File: src/assert_macros.svh
// Assertion macros for the circular ROI depth mean RTL.
// No dependencies; included by crdm_ctrl, which checks its own logic.
`ifndef ASSERT_MACROS_SVH
`define ASSERT_MACROS_SVH

// cond must hold at every clock edge outside reset
`define ASSERT_ALWAYS(label, clk, rst_n, cond, msg) \
    label: assert property (@(posedge clk) disable iff (!rst_n) (cond)) else $error(msg);

// ante in a cycle requires cons in the same cycle
`define ASSERT_SAME(label, clk, rst_n, ante, cons, msg) \
    label: assert property (@(posedge clk) disable iff (!rst_n) (ante) |-> (cons)) \
        else $error(msg);

// ante in a cycle requires cons in the next cycle
`define ASSERT_NEXT(label, clk, rst_n, ante, cons, msg) \
    label: assert property (@(posedge clk) disable iff (!rst_n) (ante) |=> (cons)) \
        else $error(msg);

`endif

File: src/crdm_pkg.sv
// Package for the circular ROI depth mean block: field widths, register
// indexes, reset values, controller states and controller/datapath structs.
`default_nettype none

package crdm_pkg;

    localparam int CFG_DIM_W  = 13;
    localparam int RADIUS_W   = 8;
    localparam int CNT_W      = 18;
    localparam int MEAN_W     = 16;
    localparam int CFG_IDX_W  = 2;
    localparam int CFG_DATA_W = 13;

    localparam logic [CFG_IDX_W-1:0] CFG_FRAME_WIDTH  = 2'd0;
    localparam logic [CFG_IDX_W-1:0] CFG_FRAME_HEIGHT = 2'd1;
    localparam logic [CFG_IDX_W-1:0] CFG_DISC_RADIUS  = 2'd2;

    localparam logic [CFG_DIM_W-1:0] WIDTH_RESET  = 13'd640;
    localparam logic [CFG_DIM_W-1:0] HEIGHT_RESET = 13'd480;
    localparam logic [RADIUS_W-1:0]  RADIUS_RESET = 8'd25;

    typedef enum logic [1:0] {
        ST_ACCUM,
        ST_DRAIN,
        ST_DIVIDE,
        ST_RESULT
    } ctrl_state_t;

    typedef struct packed {
        logic accept;
        logic div_start;
        logic div_step;
    } dp_cmd_t;

    typedef struct packed {
        logic frame_end;
        logic s2_last;
        logic div_last;
    } dp_status_t;

endpackage

`default_nettype wire

File: src/circular_roi_depth_mean_top.sv
// Circular ROI depth mean: one pixel per cycle within a frame.
// After the last pixel of a frame the input stalls through two pipeline stages,
// DEPTH_BITS + 18 divide steps and the result.
// The result holds until taken; the next frame's pixels are accepted after that.
// Reset (rst_n, async, active low) restores 640x480, radius 25, clears state.
// Top level: joins crdm_ctrl and crdm_datapath; depends on crdm_pkg.
`default_nettype none

module circular_roi_depth_mean_top #(
    parameter int DEPTH_BITS    = 16,
    parameter int MAX_FRAME_DIM = 4096
) (
    input  wire logic                             clk,
    input  wire logic                             rst_n,
    input  wire logic                             cfg_write_en,
    input  wire logic [crdm_pkg::CFG_IDX_W-1:0]   cfg_index,
    input  wire logic [crdm_pkg::CFG_DATA_W-1:0]  cfg_data,
    input  wire logic                             in_valid,
    output logic                                  in_stall,
    input  wire logic [DEPTH_BITS-1:0]            depth_sample,
    input  wire logic                             sample_valid,
    output logic                                  out_valid,
    input  wire logic                             out_stall,
    output logic [crdm_pkg::MEAN_W-1:0]           mean_depth,
    output logic [crdm_pkg::CNT_W-1:0]            valid_pixels,
    output logic                                  no_valid_pixels
);

    crdm_pkg::dp_cmd_t    cmd;
    crdm_pkg::dp_status_t status;

    crdm_ctrl u_ctrl (
        .clk       (clk),
        .rst_n     (rst_n),
        .in_valid  (in_valid),
        .in_stall  (in_stall),
        .out_valid (out_valid),
        .out_stall (out_stall),
        .status    (status),
        .cmd       (cmd)
    );

    crdm_datapath #(
        .DEPTH_BITS    (DEPTH_BITS),
        .MAX_FRAME_DIM (MAX_FRAME_DIM)
    ) u_datapath (
        .clk             (clk),
        .rst_n           (rst_n),
        .cfg_write_en    (cfg_write_en),
        .cfg_index       (cfg_index),
        .cfg_data        (cfg_data),
        .depth_sample    (depth_sample),
        .sample_valid    (sample_valid),
        .cmd             (cmd),
        .status          (status),
        .mean_depth      (mean_depth),
        .valid_pixels    (valid_pixels),
        .no_valid_pixels (no_valid_pixels)
    );

endmodule

`default_nettype wire

File: src/crdm_divider.sv
// Restoring divider, one quotient bit per cycle while step is high: frame sum over pixel count.
// Depends on crdm_pkg for the count width.
`default_nettype none

module crdm_divider #(
    parameter int SUM_W = 34
) (
    input  wire logic                        clk,
    input  wire logic                        rst_n,
    input  wire logic                        start,
    input  wire logic                        step,
    input  wire logic [SUM_W-1:0]            dividend,
    input  wire logic [crdm_pkg::CNT_W-1:0]  divisor,
    output logic      [SUM_W-1:0]            quotient,
    output logic      [crdm_pkg::CNT_W-1:0]  denom,
    output logic                             last
);

    localparam int CW    = crdm_pkg::CNT_W;
    localparam int ITR_W = $clog2(SUM_W + 1);

    logic [SUM_W-1:0] quot_reg, quot_next;
    logic [CW:0]      rem_reg, rem_next;
    logic [CW-1:0]    den_reg;
    logic [ITR_W-1:0] itr_reg, itr_next;
    logic [CW:0]      trial;
    logic             ge;

    always_comb
    begin
        trial = {rem_reg[CW-1:0], quot_reg[SUM_W-1]};
        ge    = (trial >= {1'b0, den_reg});
        quot_next = quot_reg;
        rem_next  = rem_reg;
        itr_next  = itr_reg;
        if (start)
        begin
            quot_next = dividend;
            rem_next  = '0;
            itr_next  = ITR_W'(SUM_W);
        end
        else if (step)
        begin
            quot_next = {quot_reg[SUM_W-2:0], ge};
            rem_next  = ge ? (trial - {1'b0, den_reg}) : trial;
            itr_next  = itr_reg - ITR_W'(1);
        end
    end

    always_ff @(posedge clk or negedge rst_n)
    begin
        if (!rst_n)
        begin
            itr_reg <= '0;
        end
        else
        begin
            itr_reg <= itr_next;
        end
    end

    always_ff @(posedge clk)
    begin
        quot_reg <= quot_next;
        rem_reg  <= rem_next;
        if (start)
        begin
            den_reg <= divisor;
        end
    end

    assign quotient = quot_reg;
    assign denom    = den_reg;
    assign last     = (itr_reg == ITR_W'(1));

endmodule

`default_nettype wire

File: src/crdm_datapath.sv
// Datapath: config registers, raster position, disc test pipeline,
// accumulators and result divider. Depends on crdm_pkg and crdm_divider.
`default_nettype none

module crdm_datapath #(
    parameter int DEPTH_BITS    = 16,
    parameter int MAX_FRAME_DIM = 4096
) (
    input  wire logic                             clk,
    input  wire logic                             rst_n,
    input  wire logic                             cfg_write_en,
    input  wire logic [crdm_pkg::CFG_IDX_W-1:0]   cfg_index,
    input  wire logic [crdm_pkg::CFG_DATA_W-1:0]  cfg_data,
    input  wire logic [DEPTH_BITS-1:0]            depth_sample,
    input  wire logic                             sample_valid,
    input  wire crdm_pkg::dp_cmd_t                cmd,
    output crdm_pkg::dp_status_t                  status,
    output logic [crdm_pkg::MEAN_W-1:0]           mean_depth,
    output logic [crdm_pkg::CNT_W-1:0]            valid_pixels,
    output logic                                  no_valid_pixels
);

    localparam int CDW   = crdm_pkg::CFG_DIM_W;
    localparam int RW    = crdm_pkg::RADIUS_W;
    localparam int CW    = crdm_pkg::CNT_W;
    localparam int POS_W = $clog2(MAX_FRAME_DIM);
    localparam int DIM_W = $clog2(MAX_FRAME_DIM + 1);
    localparam int CMP_W = (DIM_W > CDW) ? DIM_W : CDW;
    localparam int WIN_W = ((DIM_W > RW) ? DIM_W : RW) + 1;
    localparam int SUM_W = DEPTH_BITS + CW;

    logic [CDW-1:0]        width_reg, height_reg;
    logic [RW-1:0]         radius_reg;
    logic [POS_W-1:0]      col_reg, col_next, row_reg, row_next;

    logic [DIM_W-1:0]      w_clamp, h_clamp;
    logic [POS_W-1:0]      w_last, h_last, col_c, row_c, cx, cy;
    logic                  last_col, last_row;
    logic [WIN_W-1:0]      cx_w, cy_w, r_w, col_w, row_w, w_w, h_w;
    logic [WIN_W-1:0]      x_lo, x_hi, y_lo, y_hi, x_hi_raw, y_hi_raw, dx_w, dy_w;
    logic                  in_x, in_y;

    logic                  s1_valid_reg, s1_last_reg, s1_hit_reg;
    logic [RW-1:0]         s1_dx_reg, s1_dy_reg, s1_r_reg;
    logic [DEPTH_BITS-1:0] s1_depth_reg;

    logic                  s2_valid_reg, s2_last_reg, s2_hit_reg;
    logic [2*RW-1:0]       s2_dx2_reg, s2_dy2_reg, s2_r2_reg;
    logic [DEPTH_BITS-1:0] s2_depth_reg;

    logic                  add;
    logic [SUM_W-1:0]      sum_reg, sum_total;
    logic [CW-1:0]         cnt_reg, cnt_total;

    logic [SUM_W-1:0]      quotient;
    logic [CW-1:0]         denom;
    logic                  div_last;

    // dimension clamp to [1, MAX_FRAME_DIM]
    always_comb
    begin
        if (width_reg == '0)
            w_clamp = DIM_W'(1);
        else if (CMP_W'(width_reg) > CMP_W'(MAX_FRAME_DIM))
            w_clamp = DIM_W'(MAX_FRAME_DIM);
        else
            w_clamp = DIM_W'(width_reg);
        if (height_reg == '0)
            h_clamp = DIM_W'(1);
        else if (CMP_W'(height_reg) > CMP_W'(MAX_FRAME_DIM))
            h_clamp = DIM_W'(MAX_FRAME_DIM);
        else
            h_clamp = DIM_W'(height_reg);
    end

    assign w_last   = POS_W'(w_clamp - DIM_W'(1));
    assign h_last   = POS_W'(h_clamp - DIM_W'(1));
    assign col_c    = (col_reg > w_last) ? w_last : col_reg;
    assign row_c    = (row_reg > h_last) ? h_last : row_reg;
    assign cx       = POS_W'(w_clamp >> 1);
    assign cy       = POS_W'(h_clamp >> 1);
    assign last_col = (col_c == w_last);
    assign last_row = (row_c == h_last);

    // half-open window, clipped to the frame
    always_comb
    begin
        cx_w  = WIN_W'(cx);
        cy_w  = WIN_W'(cy);
        r_w   = WIN_W'(radius_reg);
        col_w = WIN_W'(col_c);
        row_w = WIN_W'(row_c);
        w_w   = WIN_W'(w_clamp);
        h_w   = WIN_W'(h_clamp);
        x_lo  = (cx_w >= r_w) ? (cx_w - r_w) : '0;
        y_lo  = (cy_w >= r_w) ? (cy_w - r_w) : '0;
        x_hi_raw = cx_w + r_w;
        y_hi_raw = cy_w + r_w;
        x_hi  = (x_hi_raw > w_w) ? w_w : x_hi_raw;
        y_hi  = (y_hi_raw > h_w) ? h_w : y_hi_raw;
        in_x  = (col_w >= x_lo) && (col_w < x_hi);
        in_y  = (row_w >= y_lo) && (row_w < y_hi);
        dx_w  = (col_w >= cx_w) ? (col_w - cx_w) : (cx_w - col_w);
        dy_w  = (row_w >= cy_w) ? (row_w - cy_w) : (cy_w - row_w);
    end

    always_comb
    begin
        col_next = col_reg;
        row_next = row_reg;
        if (cmd.accept)
        begin
            if (last_col && last_row)
            begin
                col_next = '0;
                row_next = '0;
            end
            else if (last_col)
            begin
                col_next = '0;
                row_next = row_c + POS_W'(1);
            end
            else
            begin
                col_next = col_c + POS_W'(1);
                row_next = row_c;
            end
        end
    end

    always_ff @(posedge clk or negedge rst_n)
    begin
        if (!rst_n)
        begin
            width_reg    <= crdm_pkg::WIDTH_RESET;
            height_reg   <= crdm_pkg::HEIGHT_RESET;
            radius_reg   <= crdm_pkg::RADIUS_RESET;
            col_reg      <= '0;
            row_reg      <= '0;
            s1_valid_reg <= 1'b0;
            s2_valid_reg <= 1'b0;
            sum_reg      <= '0;
            cnt_reg      <= '0;
        end
        else
        begin
            if (cfg_write_en)
            begin
                case (cfg_index)
                    crdm_pkg::CFG_FRAME_WIDTH:  width_reg  <= cfg_data;
                    crdm_pkg::CFG_FRAME_HEIGHT: height_reg <= cfg_data;
                    crdm_pkg::CFG_DISC_RADIUS:  radius_reg <= cfg_data[RW-1:0];
                    default:                    ;
                endcase
            end
            col_reg      <= col_next;
            row_reg      <= row_next;
            s1_valid_reg <= cmd.accept;
            s2_valid_reg <= s1_valid_reg;
            if (cmd.div_start)
            begin
                sum_reg <= '0;
                cnt_reg <= '0;
            end
            else
            begin
                sum_reg <= sum_total;
                cnt_reg <= cnt_total;
            end
        end
    end

    // stage 1: window test and offsets; stage 2: squares
    always_ff @(posedge clk)
    begin
        s1_last_reg  <= last_col && last_row;
        s1_hit_reg   <= sample_valid && in_x && in_y;
        s1_dx_reg    <= dx_w[RW-1:0];
        s1_dy_reg    <= dy_w[RW-1:0];
        s1_r_reg     <= radius_reg;
        s1_depth_reg <= depth_sample;
        s2_last_reg  <= s1_last_reg;
        s2_hit_reg   <= s1_hit_reg;
        s2_dx2_reg   <= s1_dx_reg * s1_dx_reg;
        s2_dy2_reg   <= s1_dy_reg * s1_dy_reg;
        s2_r2_reg    <= s1_r_reg * s1_r_reg;
        s2_depth_reg <= s1_depth_reg;
    end

    assign add = s2_valid_reg && s2_hit_reg &&
                 (({1'b0, s2_dx2_reg} + {1'b0, s2_dy2_reg}) <= {1'b0, s2_r2_reg});
    assign sum_total = sum_reg + (add ? SUM_W'(s2_depth_reg) : '0);
    assign cnt_total = cnt_reg + CW'(add);

    crdm_divider #(
        .SUM_W(SUM_W)
    ) u_divider (
        .clk      (clk),
        .rst_n    (rst_n),
        .start    (cmd.div_start),
        .step     (cmd.div_step),
        .dividend (sum_total),
        .divisor  (cnt_total),
        .quotient (quotient),
        .denom    (denom),
        .last     (div_last)
    );

    assign status.frame_end = cmd.accept && last_col && last_row;
    assign status.s2_last   = s2_valid_reg && s2_last_reg;
    assign status.div_last  = div_last;

    assign no_valid_pixels = (denom == '0);
    assign valid_pixels    = denom;
    assign mean_depth      = no_valid_pixels ? '0 : quotient[crdm_pkg::MEAN_W-1:0];

endmodule

`default_nettype wire

File: src/crdm_ctrl.sv
// Controller: frame accumulation, pipeline drain, divide and result hold.
// Depends on crdm_pkg and assert_macros.svh.
`default_nettype none
`include "assert_macros.svh"

module crdm_ctrl (
    input  wire logic                  clk,
    input  wire logic                  rst_n,
    input  wire logic                  in_valid,
    output logic                       in_stall,
    output logic                       out_valid,
    input  wire logic                  out_stall,
    input  wire crdm_pkg::dp_status_t  status,
    output crdm_pkg::dp_cmd_t          cmd
);

    crdm_pkg::ctrl_state_t state_reg, state_next;

    always_comb
    begin
        state_next = state_reg;
        case (state_reg)
            crdm_pkg::ST_ACCUM:
            begin
                if (status.frame_end)
                    state_next = crdm_pkg::ST_DRAIN;
            end
            crdm_pkg::ST_DRAIN:
            begin
                if (status.s2_last)
                    state_next = crdm_pkg::ST_DIVIDE;
            end
            crdm_pkg::ST_DIVIDE:
            begin
                if (status.div_last)
                    state_next = crdm_pkg::ST_RESULT;
            end
            crdm_pkg::ST_RESULT:
            begin
                if (!out_stall)
                    state_next = crdm_pkg::ST_ACCUM;
            end
            default:
            begin
                state_next = crdm_pkg::ST_ACCUM;
            end
        endcase
    end

    always_comb
    begin
        in_stall      = (state_reg != crdm_pkg::ST_ACCUM);
        out_valid     = (state_reg == crdm_pkg::ST_RESULT);
        cmd.accept    = in_valid && (state_reg == crdm_pkg::ST_ACCUM);
        cmd.div_start = status.s2_last && (state_reg == crdm_pkg::ST_DRAIN);
        cmd.div_step  = (state_reg == crdm_pkg::ST_DIVIDE);
    end

    always_ff @(posedge clk or negedge rst_n)
    begin
        if (!rst_n)
        begin
            state_reg <= crdm_pkg::ST_ACCUM;
        end
        else
        begin
            state_reg <= state_next;
        end
    end

    `ASSERT_SAME(a_last_only_in_drain, clk, rst_n, status.s2_last, state_reg == crdm_pkg::ST_DRAIN, "frame end reached accumulator outside drain")
    `ASSERT_ALWAYS(a_no_accept_on_result, clk, rst_n, !(out_valid && cmd.accept), "request accepted while result pending")
    `ASSERT_NEXT(a_divide_ends_in_result, clk, rst_n, cmd.div_step && status.div_last, out_valid, "divide finished without result")

endmodule

`default_nettype wire

File: config.mk
export PLATFORM = sky130hd
export DESIGN_NAME = circular_roi_depth_mean_top
export DESIGN_NICKNAME = d
export VERILOG_FILES = /design/src/crdm_pkg.sv /design/src/circular_roi_depth_mean_top.sv /design/src/crdm_divider.sv /design/src/crdm_datapath.sv /design/src/crdm_ctrl.sv
export VERILOG_INCLUDE_DIRS = /design/src /design/src/src
export SDC_FILE = /design/constraint.sdc
export NUM_CORES = 1
export LEC_CHECK = 0
export BUFFER_PORTS_ARGS = -buffer_cell sky130_fd_sc_hd__buf_2
export CAP_MARGIN = 20
export CORE_ASPECT_RATIO = 1.25
export CORE_MARGIN = 5
export CORE_UTILIZATION = 50
export DETAILED_ROUTE_END_ITERATION = 10
export GPL_TIMING_DRIVEN = 0
export PLACE_DENSITY = 0.69
export SLEW_MARGIN = 40
export SYNTH_ARGS = -nofsm -noshare
export SYNTH_HDL_FRONTEND = slang
export SYNTH_HIERARCHICAL = 1
export SYNTH_SLANG_ARGS = --single-unit
File: constraint.sdc
create_clock -name clk -period 6.6 [get_ports clk]
set_clock_uncertainty 0.05 [all_clocks]
set_input_delay 0.99 -clock clk [delete_from_list [all_inputs] [get_ports clk]]
set_output_delay 0.99 -clock clk [all_outputs]
set_load 0.05 [all_outputs]
; ---- Yosys cells after proc, flatten, opt, wreduce, memory -nomap -nowiden
; Cells that the tools add are included.
[classes]
n_eq_ne = 12
multipliers = 3
n_lt_le_gt_ge = 16
reduce_logical = 23
add_sub_neg = 17
n_mux = 30
[ops]
columns = operator, count
row1 = 34-bit two-way mux, 3
row2 = 13-bit two-way mux, 6
row3 = 12-bit two-way mux, 6
row4 = 8-bit by 8-bit multiplier with 16-bit output, 3
row5 = 18-bit two-way mux, 2
row6 = 34-bit adder, 1
row7 = 16-bit two-way mux, 2
row8 = 8-bit subtractor, 4
row9 = 12-bit by 14-bit greater-or-equal comparator with 1-bit output, 2
row10 = 12-bit by 14-bit less-than comparator with 1-bit output, 2
row11 = 14-bit two-way mux, 2
row12 = 12-bit by 8-bit adder with 13-bit output, 2
row13 = 13-bit > comparator, 2
row14 = 13-bit > comparator (second input constant), 2
row15 = 13-bit zero test, 2
row16 = 12-bit by 8-bit subtractor with 13-bit output, 2
row17 = 12-bit by 1-bit adder with 12-bit output (second input constant), 2
row18 = 12-bit == test, 2
row19 = 12-bit greater-or-equal comparator, 2
row20 = 12-bit by 8-bit greater-or-equal comparator with 1-bit output, 2
row21 = 12-bit > comparator, 2
row22 = 12-bit by 1-bit subtractor with 12-bit output (second input constant), 2
row23 = 19-bit by 18-bit greater-or-equal comparator with 1-bit output, 1
row24 = 18-bit by 1-bit adder with 18-bit output, 1
row25 = 19 further kinds, 44
[totals]
input_bits = 37
out_inout_bits = 37
register_bits = 298

; ---- Longest topological paths before layout
[depth]
ltp_word = 11
ltp_mapped = 34
depth_no_buf = 30

; ---- Modules after synthesis
; The synthesis kept the hierarchy.
[by_module_without_submodules]
columns = mod, area_per_inst_um2, instances, cells_per_inst
row1 = crdm_datapath, 21020.2, 1, 2384
row2 = crdm_divider, 4166.5, 1, 359
row3 = crdm_ctrl, 211.5, 1, 19

; ---- Worst setup path before layout
; No wires, ideal clock.
[synth_timing]
path_type = register to register
from = register u_datapath.width_reg[3]
to = register u_datapath.s1_dx_reg[7]
stages_incl_launch_ff = 30
slack_ns = -0.152
path_buffers = 6
arrival_time_ns = 6.575
setup_ns = 0.127
synth_period_minus_slack_ns = 6.752
path_cell_list = dfrtp_1 > buf_2 > nor4_1 > buf_2 > a41oi_1 > or2_2 > ha_1 > clkbuf_1 > inv_1 > nor2_1 > a211oi_2 > ha_1 > nand4_1 > a211oi_1 > o31a_1 > clkbuf_1 > buf_1 > nor2_1 > a21oi_1 > ha_1 > a41oi_1 > a31oi_1 > or4b_2 > a31oi_1 > buf_2 > mux2i_1 > o221ai_1 > a221oi_1 > o21ai_0 > xor2_1
[synth_between]
elab_chain_cells = 8
word_cells_on_any_way = 11
classes_between = 3 x add/sub / 3 x order compare / 4 x mux / 1 x reduce/logical
[synth_rtl]
columns = item, line
row1 = "start, declared", crdm_datapath.sv:32  ; logic [CDW-1:0] width_reg, height_reg;
row2 = "start signal, assigned", crdm_datapath.sv:135  ; width_reg <= crdm_pkg::WIDTH_RESET;
row3 = "start signal, assigned", crdm_datapath.sv:150  ; crdm_pkg::CFG_FRAME_WIDTH: width_reg <= cfg_data;
row4 = 13-bit > comparator, crdm_datapath.sv:64  ; else if (CMP_W'(width_reg) > CMP_W'(MAX_FRAME_DIM))
row5 = 13-bit two-way mux, crdm_datapath.sv:64
row6 = 13-bit two-way mux (*), crdm_datapath.sv:62  ; if (width_reg == '0)
row7 = 12-bit by 1-bit subtractor with 12-bit output, crdm_datapath.sv:76  ; assign w_last = POS_W'(w_clamp - DIM_W'(1));
row8 = 12-bit > comparator, crdm_datapath.sv:78  ; assign col_c = (col_reg > w_last) ? w_last : col_reg;
row9 = 12-bit two-way mux, crdm_datapath.sv:78
row10 = 12-bit greater-or-equal comparator / 8-bit subtractor (equally long branches), crdm_datapath.sv:103  ; dx_w = (col_w >= cx_w) ? (col_w - cx_w) : (cx_w - col_w);
row11 = 8-bit two-way mux (*), crdm_datapath.sv:103
row12 = net u_datapath.dx_w[7], crdm_datapath.sv:40  ; logic [WIN_W-1:0] x_lo, x_hi, y_lo, y_hi, x_hi_raw, y_hi_raw, dx_w, dy_w;
row13 = "end signal, assigned", crdm_datapath.sv:178  ; s1_dx_reg <= dx_w[RW-1:0];
row14 = "end, declared", crdm_datapath.sv:44  ; logic [RW-1:0] s1_dx_reg, s1_dy_reg, s1_r_reg;
; The timed path passes the listed nets; every way through them passes the cells marked *.
; A chain may end at the register's enable or synchronous reset.

; ---- Worst setup path in the final report
[layout_timing]
from = register u_datapath.s2_dx2_reg[3]
to = register u_datapath.u_divider.quot_reg[22], in the netlist u_datapath/u_divider/quotient[22] (data pin)
[layout_between]
elab_chain_cells = 6
[layout_rtl]
columns = item, line
row1 = "start, declared", crdm_datapath.sv:48  ; logic [2*RW-1:0] s2_dx2_reg, s2_dy2_reg, s2_r2_reg;
row2 = "start signal, assigned", crdm_datapath.sv:184  ; s2_dx2_reg <= s1_dx_reg * s1_dx_reg;
row3 = 16-bit by 16-bit adder with 17-bit output, crdm_datapath.sv:191  ; (({1'b0, s2_dx2_reg} + {1'b0, s2_dy2_reg}) <= {1'b0, s2_r2_reg});
row4 = 17-bit by 16-bit <= comparator with 1-bit output, crdm_datapath.sv:191
row5 = 1-bit logical AND, crdm_datapath.sv:190  ; assign add = s2_valid_reg && s2_hit_reg &&
row6 = 16-bit two-way mux, crdm_datapath.sv:192  ; assign sum_total = sum_reg + (add ? SUM_W'(s2_depth_reg) : '0);
row7 = 34-bit adder, crdm_datapath.sv:192
row8 = net u_datapath.sum_total[22], crdm_datapath.sv:52  ; logic [SUM_W-1:0] sum_reg, sum_total;
row9 = 34-bit two-way mux, crdm_divider.sv:36  ; if (start)
row10 = net u_datapath.u_divider.quot_next[22], crdm_divider.sv:22  ; logic [SUM_W-1:0] quot_reg, quot_next;
row11 = "end signal, assigned", crdm_divider.sv:64  ; quot_reg <= quot_next;
row12 = "end, declared", crdm_divider.sv:22
; The timed path passes the listed nets, and every way through them passes these cells.

==> run_results.csv <==
group,metric,value,unit
run_status,status,"completed",
synth,synth.distinct_cells,105,
synth,netlist.area_leader.share,16.3,%
placement,numPortBuffers,73,
floorplanning,rows,92,
cts,cts_buffers,34,
power,cellPowerDensity,472,nW/um^2
finish,fin_cells,3595,
floorplanning,core,50400,sq um
detailed_routing,wirelength,66400,um
worst_setup_path,cp.buffers_inverters,2,
sta,fin_crit,6.43,ns
finish,fin_util,57.1,%
placement,place_congestion,0.947,
power,vdd_drop_max,0.000835,V
worst_setup_path,path_delay_family,"compound AO/OA/AOI/OAI gates",
finish,final_cell_mix,"ha_1, inv_1, nand2_1",
synth,async_flop_share,40.7,%
grt,antenna_found_initial,0,
power,power.total,13.6,mW
detailed_routing,num_vias,20900,
grt,grt_pass1_vias,21300,
detailed_routing,wl_per_cell,18.5,um
floorplanning,io_pins,74,
synth,ys_ff_latch,295,
cts,clk_pin_slew,0.06,ns
power,p_leak,13.4,nW
sta,setup_viol,0,
synth,syn_inst,2762,
finish,area_delta_synth_final,13.4,%
detailed_routing,via_per_inst,5.82,
worst_setup_path,worstSetupPathType,"flip-flop to flip-flop",
sta,slew_viol_final,0,
sta,timing.final.ws_setup,0.175,ns
placement,pre_cts_slack,-1.94,ns
synth,yosysSeqAreaShare,27.7,%
synth,synth_warnings,6,
cts,worstSkewPairLatency,0.55,ns
finish,final_common_cell,"ha_1",
sta,timing.final.crit_share,97.4,%
detailed_routing,drtIter0Drc,1269,
placement,hpwl,50900,um
synth,synth_edf_count,52,
worst_hold_path,hold_class,"flip-flop to flip-flop",
synth,synth_ff_type,"dfxtp_1",
synth,synthTopCellsByArea,"ha_1, dfrtp_1, dfxtp_1, fa_1, edfxtp_1",
cts,ctsHoldBuffers,0,
sta,hold_viol_final,0,
sta,slew-limit-headroom,41.5,%
worst_setup_path,crit_arrival,6.67,ns
power,pwr-share-seq,18.3,%
power,p_sw_share,44.4,%
synth,yosysTopAreaCell,"ha_1",
detailed_routing,drt-pass1-iter-count,6,
grt,grt_usage,23.4,%
worst_setup_path,crit_path_end_kind,"flip-flop",
worst_setup_path,path_max_fanout,5,
sta,tightest_slew,0.869,ns
power,power_frac_clock,14.1,%
grt,grt_max_degree,72,
power,pwr-share-comb,67.5,%
grt,grt_pass1_wl,106000,um
floorplanning,dieArea,55400,sq um
detailed_routing,ant_nets,0,
worst_setup_path,slowest_stage,"ha_2",
finish,fill_cells,4505,
cts,clockBufferDepth,3,
finish,seq_area,7040,sq um
finish,drive_gt1_share,14.7,%
floorplanning,fp.dieW,212,um
power,power.internal,7.55,mW
worst_setup_path,cp-start-kind,"flip-flop",
worst_setup_path,max_stage_delay,0.36,ns
grt,overflow,0,
placement,dp_cells,3498,
floorplanning,die_h,262,um
detailed_routing,drcViolationCount,0,
cts,cts.sinks,295,
floorplanning,initial_core_util,50.4,%
finish,multi_input_area,17600,sq um
cts,root_buffer,"clkbuf_16",
cts,cts_tree,"built",
synth,synth_area,25400,sq um
worst_setup_path,cp.required,6.85,ns
synth,syn_area_per_cell,9.20,sq um
run,max-cap-violations,0,
cts,cts_max_level,2,
sta,max_freq,0.156,GHz
sta,tns,0,ns
power,p_switching,6.03,mW
finish,layout.nets,3362,
## power groups by stage
stage	Combinational (mW)	Clock, mW	Sequential, mW
6_report	9.17	1.92	2.49
5_1_grt	10.4	2.05	2.52
4_1_cts	9.04	1.97	2.48
3_5_place_dp	8.80	0	2.51
3_3_place_gp	8.46	0	2.50
2_1_floorplan	7.12	0	2.37
## area by class of cell
cell class / instances / share of cell area, %
multi-input cells: 2108 / 61.0
inverters: 277 / 3.64
well taps: 658 / 2.86
repair buffers: 117 / 2.58
plain buffers: 77 / 1.52
clock inverters: 17 / 0.630
clock buffers: 45 / 3.31
diodes: 1 / 0.00869
flip-flops and latches: 295 / 24.5
## synth_stat cells, drive strengths merged (11+ instances only)
cell	number
inv	276
mux2	80
nand4	32
nor2	177
nand3	62
a211oi	32
or2	12
dfrtp	111
nor2b	111
dfxtp	123
nor4	24
o22ai	11
clkbuf	63
buf	22
nor3	52
o21bai	35
mux2i	49
xor2	50
ha	330
a21o	57
and2	57
and3	43
xnor2	148
o21a	25
fa	85
a31oi	32
edfxtp	52
nand2	178
o21ai	71
nand2b	27
a21oi	145
or3	13
## final timing paths
kind | start | depth (start not counted) | endpoint | slack (ns)
hold reg to reg | u_datapath/s1_last_reg | 0 | u_datapath/s2_last_reg | 0.27
max in group asynchronous | rst_n | 2 | u_datapath/width_reg[7] | 5.41
setup / recovery | u_datapath/s2_dx2_reg[3] | 29 | u_datapath/u_divider/quotient[22] | 0.17
setup reg to reg | u_datapath/s2_dx2_reg[3] | 29 | u_datapath/u_divider/quotient[22] | 0.17
min in group asynchronous | rst_n | 1 | u_datapath/cnt_reg[6] | 0.31
hold / removal | u_datapath/s1_last_reg | 0 | u_datapath/s2_last_reg | 0.27
## kinds of logic (layout without fill, tap and decap cells)
group           count (synthesis)  count (layout)  synth area share, %
simple gates                  828             828                 17.0
compound gates                534             534                 14.5
other cells                     1               5               0.0148
xor+xnor                      198             198                 6.83
mux                           129             129                 5.49
buf+inv                       362             533                 5.55
flops                         295             295                 27.7
fa+ha+maj                     415             415                 23.0
## metrics by stage
step	area, sq um	hold slack (ns)
floorplan	25400	0.260
global placement	26600	0.262
detailed placement	26700	0.262
CTS	28300	0.271
global route	28800	0.280
finish	28800	0.269
## routing by layer
layer | part of all wire (%) | wire [um] | track usage [%] | vias to the layer above
li1 | - | - | - | 9984
met1 | 41 | 27000 | 28.4 | 10100
met2 | 50 | 33000 | 41.2 | 624
met3 | 4.4 | 2900 | 2.83 | 198
met4 | 5.3 | 3500 | 11.0 | 0
met5 | 0 | 0 | 0 | -
## worst register-to-register path, delay by kind of cell, from the launching register on
kind,cells,cell delay (ns)
fa+ha+maj,3,0.98
compound gates,13,2.96
simple gates,8,1.02
flops,1,0.32
mux,1,0.28
buf+inv,2,0.32
xor+xnor,2,0.25
## what timing repair did
action,4_1_cts,5_1_grt
gates resized for setup,89,70
endpoints found under the hold margin,0,0
pin swaps,14,17
setup endpoints to repair,63,41
buffers inserted,19,22
Power figures use the tool's default switching activity.
